File: config.mk
export PLATFORM = sky130hd
export DESIGN_NAME = fragment_reassembly_ack_tracker
export DESIGN_NICKNAME = d
export VERILOG_FILES = /design/src/frat_pkg.sv /design/src/fragment_reassembly_ack_tracker.sv
export VERILOG_INCLUDE_DIRS = /design/src /design/src/src
export SDC_FILE = /design/constraint.sdc
export NUM_CORES = 1
export LEC_CHECK = 0
export ABC_CLOCK_PERIOD_IN_PS = 20500
export BUFFER_PORTS_ARGS = -buffer_cell sky130_fd_sc_hd__buf_2
export CAP_MARGIN = 20
export CORE_UTILIZATION = 65
export CTS_CLUSTER_DIAMETER = 120
export DETAILED_ROUTE_END_ITERATION = 8
export PLACE_DENSITY = 0.84
export SYNTH_ARGS = -nofsm -noshare
export SYNTH_HDL_FRONTEND = slang
export SYNTH_SLANG_ARGS = --single-unit
export TNS_END_PERCENT = 5
File: constraint.sdc
create_clock -name clk_i -period 20.5 [get_ports clk_i]
set_input_delay 3.075 -clock clk_i [delete_from_list [all_inputs] [get_ports clk_i]]
set_output_delay 3.075 -clock clk_i [all_outputs]
set_load 0.005 [all_outputs]
File: src/fragment_reassembly_ack_tracker_assert.svh
// ----------------------------------------------------------------------------
// Assertion macros for the fragment reassembly ack tracker
// Concurrent checks sampled on clk_i, disabled while rst_ni is low.
// ----------------------------------------------------------------------------
`ifndef FRAGMENT_REASSEMBLY_ACK_TRACKER_ASSERT_SVH
`define FRAGMENT_REASSEMBLY_ACK_TRACKER_ASSERT_SVH

// Same-cycle implication.
`define FRAT_ASSERT_IMPLY(lbl, ante, cons, msg) \
  lbl: assert property (@(posedge clk_i) disable iff (!rst_ni) (ante) |-> (cons)) \
    else $error(msg);

// Next-cycle implication.
`define FRAT_ASSERT_NEXT(lbl, ante, cons, msg) \
  lbl: assert property (@(posedge clk_i) disable iff (!rst_ni) (ante) |=> (cons)) \
    else $error(msg);

`endif

File: src/frat_pkg.sv
// ----------------------------------------------------------------------------
// frat_pkg
// Types and constants of the fragment reassembly ack tracker.
// ----------------------------------------------------------------------------
package frat_pkg;

  localparam int unsigned MaxFragments = 32;
  localparam int unsigned IdW          = 32;
  localparam int unsigned IdxW         = 5;
  localparam int unsigned TotW         = 6;
  localparam int unsigned IntervalW    = 8;
  localparam int unsigned ActW         = 3;
  localparam int unsigned QDepth       = 4;
  localparam int unsigned QPtrW        = $clog2(QDepth);
  localparam int unsigned QCntW        = $clog2(QDepth + 1);

  localparam logic [IntervalW-1:0] IntervalReset = IntervalW'(3);

  typedef enum logic [ActW-1:0] {
    ACT_QUIET    = 3'd0,
    ACT_PARTIAL  = 3'd1,
    ACT_COMPLETE = 3'd2,
    ACT_RESEND   = 3'd3,
    ACT_FLUSH    = 3'd4
  } action_e;

  typedef logic [MaxFragments-1:0] frag_map_t;

  typedef struct packed {
    action_e          action;
    logic [IdW-1:0]   packet_id;
    frag_map_t        map;
    logic [IdxW-1:0]  index;
    logic             last;
  } result_t;

endpackage

File: src/fragment_reassembly_ack_tracker.sv
// ----------------------------------------------------------------------------
// fragment_reassembly_ack_tracker
// Tracks reassembly of one packet in a fragment bitmap and emits ack results.
// ----------------------------------------------------------------------------
// A header's results are written into the result queue when it is accepted.
// Throughput: one header per cycle while out_ready_i is high and each header
//   draws one result; a header that flushes an open packet draws two, and the
//   pace is set by the one result popped per cycle from the four-entry queue.
// Reset: asynchronous, active low; clears the tracking state, empties the
//   result queue and loads the ack interval with 3.
// ----------------------------------------------------------------------------
`include "fragment_reassembly_ack_tracker_assert.svh"

module fragment_reassembly_ack_tracker (
  input  logic                                clk_i,
  input  logic                                rst_ni,
  input  logic                                cfg_we_i,
  input  logic [frat_pkg::IntervalW-1:0]      cfg_wdata_i,
  input  logic                                in_valid_i,
  output logic                                in_ready_o,
  input  logic [frat_pkg::IdW-1:0]            packet_id_i,
  input  logic [frat_pkg::IdxW-1:0]           fragment_index_i,
  input  logic [frat_pkg::TotW-1:0]           fragment_total_i,
  output logic                                out_valid_o,
  input  logic                                out_ready_i,
  output logic [frat_pkg::ActW-1:0]           action_o,
  output logic [frat_pkg::IdW-1:0]            ack_packet_id_o,
  output logic [frat_pkg::MaxFragments-1:0]   ack_map_o,
  output logic [frat_pkg::IdxW-1:0]           ack_index_o,
  output logic                                last_o
);

  // tracking state
  logic [frat_pkg::IntervalW-1:0] interval_q;
  logic                           open_q, open_d;
  logic [frat_pkg::IdW-1:0]       open_id_q, open_id_d;
  logic [frat_pkg::IdW-1:0]       done_id_q, done_id_d;
  logic [frat_pkg::TotW-1:0]      exp_tot_q, exp_tot_d;
  logic [frat_pkg::TotW-1:0]      rcv_tot_q, rcv_tot_d;
  frat_pkg::frag_map_t            map_q, map_d;
  logic [frat_pkg::IntervalW-1:0] spacing_q, spacing_d;

  // result queue
  frat_pkg::result_t              queue_q [frat_pkg::QDepth];
  logic [frat_pkg::QPtrW-1:0]     rd_ptr_q, wr_ptr_q;
  logic [frat_pkg::QCntW-1:0]     count_q;

  logic                           accept, pop;
  logic                           flush, open_eff, resend;
  frat_pkg::result_t              flush_res, main_res;
  frat_pkg::frag_map_t            base_map, bit_mask, new_map;
  logic [frat_pkg::TotW-1:0]      base_tot, base_exp, new_tot;
  logic [frat_pkg::IntervalW-1:0] spacing_inc;
  frat_pkg::result_t              head;

  assign in_ready_o  = (count_q <= frat_pkg::QCntW'(frat_pkg::QDepth - 2));
  assign accept      = in_valid_i && in_ready_o;
  assign out_valid_o = (count_q != '0);
  assign pop         = out_valid_o && out_ready_i;

  always_comb begin
    flush    = open_q && (open_id_q != packet_id_i);
    open_eff = open_q && !flush;
    resend   = !open_eff && (packet_id_i != '0) && (packet_id_i == done_id_q);

    flush_res.action    = frat_pkg::ACT_FLUSH;
    flush_res.packet_id = open_id_q;
    flush_res.map       = map_q;
    flush_res.index     = '0;
    flush_res.last      = 1'b0;

    base_map    = open_eff ? map_q : '0;
    base_tot    = open_eff ? rcv_tot_q : '0;
    base_exp    = open_eff ? exp_tot_q : fragment_total_i;
    bit_mask    = frat_pkg::frag_map_t'(1) << fragment_index_i;
    new_map     = base_map | bit_mask;
    new_tot     = base_tot + frat_pkg::TotW'(1);
    spacing_inc = spacing_q + frat_pkg::IntervalW'(1);

    open_d    = open_eff;
    open_id_d = open_id_q;
    done_id_d = done_id_q;
    exp_tot_d = exp_tot_q;
    rcv_tot_d = rcv_tot_q;
    map_d     = map_q;
    spacing_d = spacing_q;

    main_res.action    = frat_pkg::ACT_QUIET;
    main_res.packet_id = packet_id_i;
    main_res.map       = new_map;
    main_res.index     = fragment_index_i;
    main_res.last      = 1'b1;

    if (resend) begin
      main_res.action = frat_pkg::ACT_RESEND;
      main_res.map    = '0;
    end else begin
      open_d    = 1'b1;
      open_id_d = packet_id_i;
      done_id_d = open_eff ? done_id_q : packet_id_i;
      exp_tot_d = base_exp;
      priority if (base_tot == '0) begin
        // first fragment of the packet
        map_d     = new_map;
        rcv_tot_d = frat_pkg::TotW'(1);
        if (fragment_total_i == frat_pkg::TotW'(1)) begin
          main_res.action = frat_pkg::ACT_COMPLETE;
          open_d          = 1'b0;
        end
      end else if ((base_map & bit_mask) != '0) begin
        main_res.action = frat_pkg::ACT_PARTIAL;
      end else begin
        map_d     = new_map;
        rcv_tot_d = new_tot;
        if (new_tot == base_exp) begin
          main_res.action = frat_pkg::ACT_COMPLETE;
          open_d          = 1'b0;
        end else if (spacing_inc == interval_q) begin
          main_res.action = frat_pkg::ACT_PARTIAL;
          spacing_d       = '0;
        end else begin
          spacing_d = spacing_inc;
        end
      end
    end
  end

  always_ff @(posedge clk_i or negedge rst_ni) begin
    if (!rst_ni) begin
      interval_q <= frat_pkg::IntervalReset;
      open_q     <= 1'b0;
      open_id_q  <= '0;
      done_id_q  <= '0;
      exp_tot_q  <= '0;
      rcv_tot_q  <= '0;
      map_q      <= '0;
      spacing_q  <= '0;
    end else begin
      if (cfg_we_i) begin
        interval_q <= cfg_wdata_i;
      end
      if (accept) begin
        open_q    <= open_d;
        open_id_q <= open_id_d;
        done_id_q <= done_id_d;
        exp_tot_q <= exp_tot_d;
        rcv_tot_q <= rcv_tot_d;
        map_q     <= map_d;
        spacing_q <= spacing_d;
      end
    end
  end

  // queue pointers and fill count
  always_ff @(posedge clk_i or negedge rst_ni) begin
    if (!rst_ni) begin
      rd_ptr_q <= '0;
      wr_ptr_q <= '0;
      count_q  <= '0;
    end else begin
      if (pop) begin
        rd_ptr_q <= rd_ptr_q + frat_pkg::QPtrW'(1);
      end
      if (accept) begin
        wr_ptr_q <= wr_ptr_q + (flush ? frat_pkg::QPtrW'(2) : frat_pkg::QPtrW'(1));
      end
      count_q <= count_q
               + (accept ? (flush ? frat_pkg::QCntW'(2) : frat_pkg::QCntW'(1)) : '0)
               - (pop ? frat_pkg::QCntW'(1) : '0);
    end
  end

  // queue storage: the flush result goes ahead of the fragment's own result
  always_ff @(posedge clk_i) begin
    if (accept) begin
      if (flush) begin
        queue_q[wr_ptr_q]                           <= flush_res;
        queue_q[wr_ptr_q + frat_pkg::QPtrW'(1)]     <= main_res;
      end else begin
        queue_q[wr_ptr_q] <= main_res;
      end
    end
  end

  assign head            = queue_q[rd_ptr_q];
  assign action_o        = head.action;
  assign ack_packet_id_o = head.packet_id;
  assign ack_map_o       = head.map;
  assign ack_index_o     = head.index;
  assign last_o          = head.last;

  `FRAT_ASSERT_IMPLY(a_queue_room, in_ready_o,
    count_q <= frat_pkg::QCntW'(frat_pkg::QDepth - 2),
    "accepting without room for two results")
  `FRAT_ASSERT_NEXT(a_result_follows, accept, out_valid_o,
    "accepted header produced no result")
  `FRAT_ASSERT_IMPLY(a_only_flush_not_last, out_valid_o && !last_o,
    action_o == frat_pkg::ACT_FLUSH, "non-final result is not a flush")
  `FRAT_ASSERT_IMPLY(a_open_has_fragment, open_q, rcv_tot_q != '0,
    "open packet with no fragment received")

endmodule
==> flow_summary.ini <==
[status]
status = completed

[cts]
cts.sinks = 424
worstSkewPairLatency_ps = 550
clk_path_buf_depth = 3
path_clk_slew_ps = 60
cts-resized-gates = 0
cts_tree = done
cts_root_buffer = clkbuf_16
h-tree-depth = 2
cts_buffers = 44
postCtsSetupBuffers = 0
hold_buffers = 0

[timing]
skew_ps = 22.2
max_slew_margin_pct = 25.9
rsz0062_at_grt = no
fin_crit_ps = 6790
worst_slew_pin_slew_ps = 1110
hold_viol_final = 0
finalSetupViolations = 0
fin_crit_sh_pct = 33.1
tns_ps = 0
max_freq_ghz = 0.147
slew_viol_final = 0

[global_routing]
antenna_found_initial = 3
grt_max_degree = 89
grt_pass1_wl_um = 87700
grt_pass1_vias = 15400
grt.overflow.total = 0
grt_usage_pct = 34.0

[yosys]
ys_seq_area_share_pct = 55.6
netlist_top_cells_count = 284 x edfxtp_1, 193 x a22o_1, 130 x dfrtp_1
synth_area_mm2 = 0.0216
synth-edff-count = 284
synth.distinct_cells = 71
syn_inst = 1685
synth.most_common_cell = edfxtp_1
yosys-top-cells-area = edfxtp_1 40%, dfrtp_1 15%, a22o_1 7.8%
yosysTopAreaCell = edfxtp_1
synth_top_area_share_pct = 39.6
ys.flop_type = edfxtp_1
synth-seq-cells = 424
synthArstFlopShare_pct = 31.1
yosysWarnings = 0
avgSynthCellArea_um2 = 12.8
syn_nets = 1749

[power]
p_clk_share_pct = 24.9
power_frac_seq_pct = 44.2
peakVddDrop_v = 0.0000976
p_int_mw = 2.05
swShare_pct = 33.5
power_frac_comb_pct = 30.8
power.switching_mw = 1.03
pwr_density_cell_mw_per_mm2 = 130
leakagePower_nw = 8.59

[critical_path]
crit_arrival_ps = 7080
required_ps = 20790
worstSetupPathType = in -> reg
end_kind = register
startpoint_type = primary input
path_max_fanout = 71

[route]
vias = 15700
detail_route.wl_per_cell_um = 26.0
first_pass_iters = 6
viasPerCell = 7.13
ant_nets = 0
drc_errors = 0
drtIter0Drc = 2020
wl_um = 57200

[place]
dpl.cell_count = 2111
port_buffers = 130
place_hpwl_um = 33300
gp_congestion = 0.887

[die]
die_h_um = 184
die_w_um = 184
core_area_mm2 = 0.0326
io_pins = 131
die_area_mm2 = 0.0339
initial_utilization_pct = 66.1
rows = 66

[finish]
fill_cells = 2036
final_nets = 1780
fin_cells = 2196
syn_to_final_growth_pct = 10.4
register_area_mm2 = 0.0120
multi_input_area_mm2 = 0.00892
drive_gt1_share_pct = 22.4
final_core_util_pct = 72.9

[min_path]
holdCritPathClass = reg -> reg

[job]
maxCapViolations = 0
-- final timing paths --
check / start / slack (ps) / cells past startpoint / endpoint
max: packet_id_i[19] / 13710 / 11 / queue_q[0][33]
min: queue_q[0][0] / 460 / 1 / queue_q[0][0]
max reg2reg: open_id_q[19] / 15930 / 10 / queue_q[0][33]
min reg2reg: queue_q[0][0] / 460 / 1 / queue_q[0][0]
max in group asynchronous: rst_ni / 16670 / 2 / map_q[10]
min in group asynchronous: rst_ni / 2620 / 1 / open_id_q[23]
-- logic make-up (layout without fill, tap and decap cells) --
group	after synthesis	after routing	synth area share, %
mux	192	192	13.6
compound gates	454	454	15.4
flops	424	424	55.6
simple gates	334	334	7.73
other cells	0	2	0
fa+ha+maj	8	8	0.499
xor+xnor	87	87	3.53
buf+inv	186	253	3.55
-- critical path, stage by stage --
cell and delay (ps):
buf_2 160, xnor2_1 280, nand4_1 190, nor4_4 570, a21bo_2 400, and2_4 210
buf_4 810, nor2_4 70, a21o_2 500, buf_4 430, a22o_1 320
-- placed cells by master, fill, tap and decap left out, types with 5 or more instances in the layout --
cell type    n
nand2b_1    11
xor2_1      40
edfxtp_1   284
nand4_1     20
nor2_1      62
a21oi_1     72
buf_4       23
nor3_1       5
clkinv_1     5
a22o_1     193
dfxtp_1      8
and2_1      25
ha_1         7
nor2b_1      5
dfrtp_1    128
mux4_2      73
mux2i_1     36
o21ai_1     12
nor3b_1      6
and3_1       9
nand3_1     10
nand2_1    127
buf_2      129
inv_1       14
clkinv_2     7
clkbuf_1    18
mux2_2      68
mux2_1      15
o22ai_1     34
a221oi_1    32
clkbuf_16   46
o21ai_0     66
nand3b_1     5
nor4_1      17
xnor2_1     47
-- state kept, by name, indices dropped and copies added (netlist names) --
signal,cells
queue_q,292
done_id_q,32
map_q,32
open_id_q,32
interval_q,8
spacing_q,8
exp_tot_q,6
rcv_tot_q,6
count_q,3
rd_ptr_q,2
wr_ptr_q,2
open_q,1
-- layer usage --
| metal | routed length (µm) | vias up | global-route usage (%) |
|---|---|---|---|
| met5 | 21 | - | 0 |
| met4 | 1960 | 4 | 14.7 |
| met3 | 6790 | 186 | 7.25 |
| met2 | 27000 | 1146 | 53.3 |
| met1 | 21400 | 7731 | 46.3 |
| li1 | - | 6591 | - |
-- final cells by class --
cell class              count  share of cell area, %
repair buffers            156                   3.73
clock inverters            14                  0.421
clock buffers              68                   5.35
well taps                 442                   2.32
inverters                  15                  0.237
multi-input cells        1075                   37.5
diodes                      2                 0.0210
flip-flops and latches    424                   50.4
-- power by group through the flow --
stage,Combinational (mW),Clock [mW],Sequential [mW]
after floorplan,0.645,0,1.31
after global placement,0.907,0,1.35
after detailed placement,0.935,0,1.37
after CTS,0.945,0.768,1.36
after global routing,1.01,0.803,1.39
final,0.951,0.768,1.36
-- per-stage QoR --
stage	cell area, µm²	power [mW]	worst slack, ps	hold slack [ps]
after detailed placement	22400	2.31	13270	444
after CTS	23800	3.07	13790	453
after floorplan	21600	1.95	10220	418
after global routing	23800	3.20	13610	486
after global placement	22400	2.26	13420	432
final	23800	3.08	13710	462
Note: power is estimated with default switching activity, not from simulation.
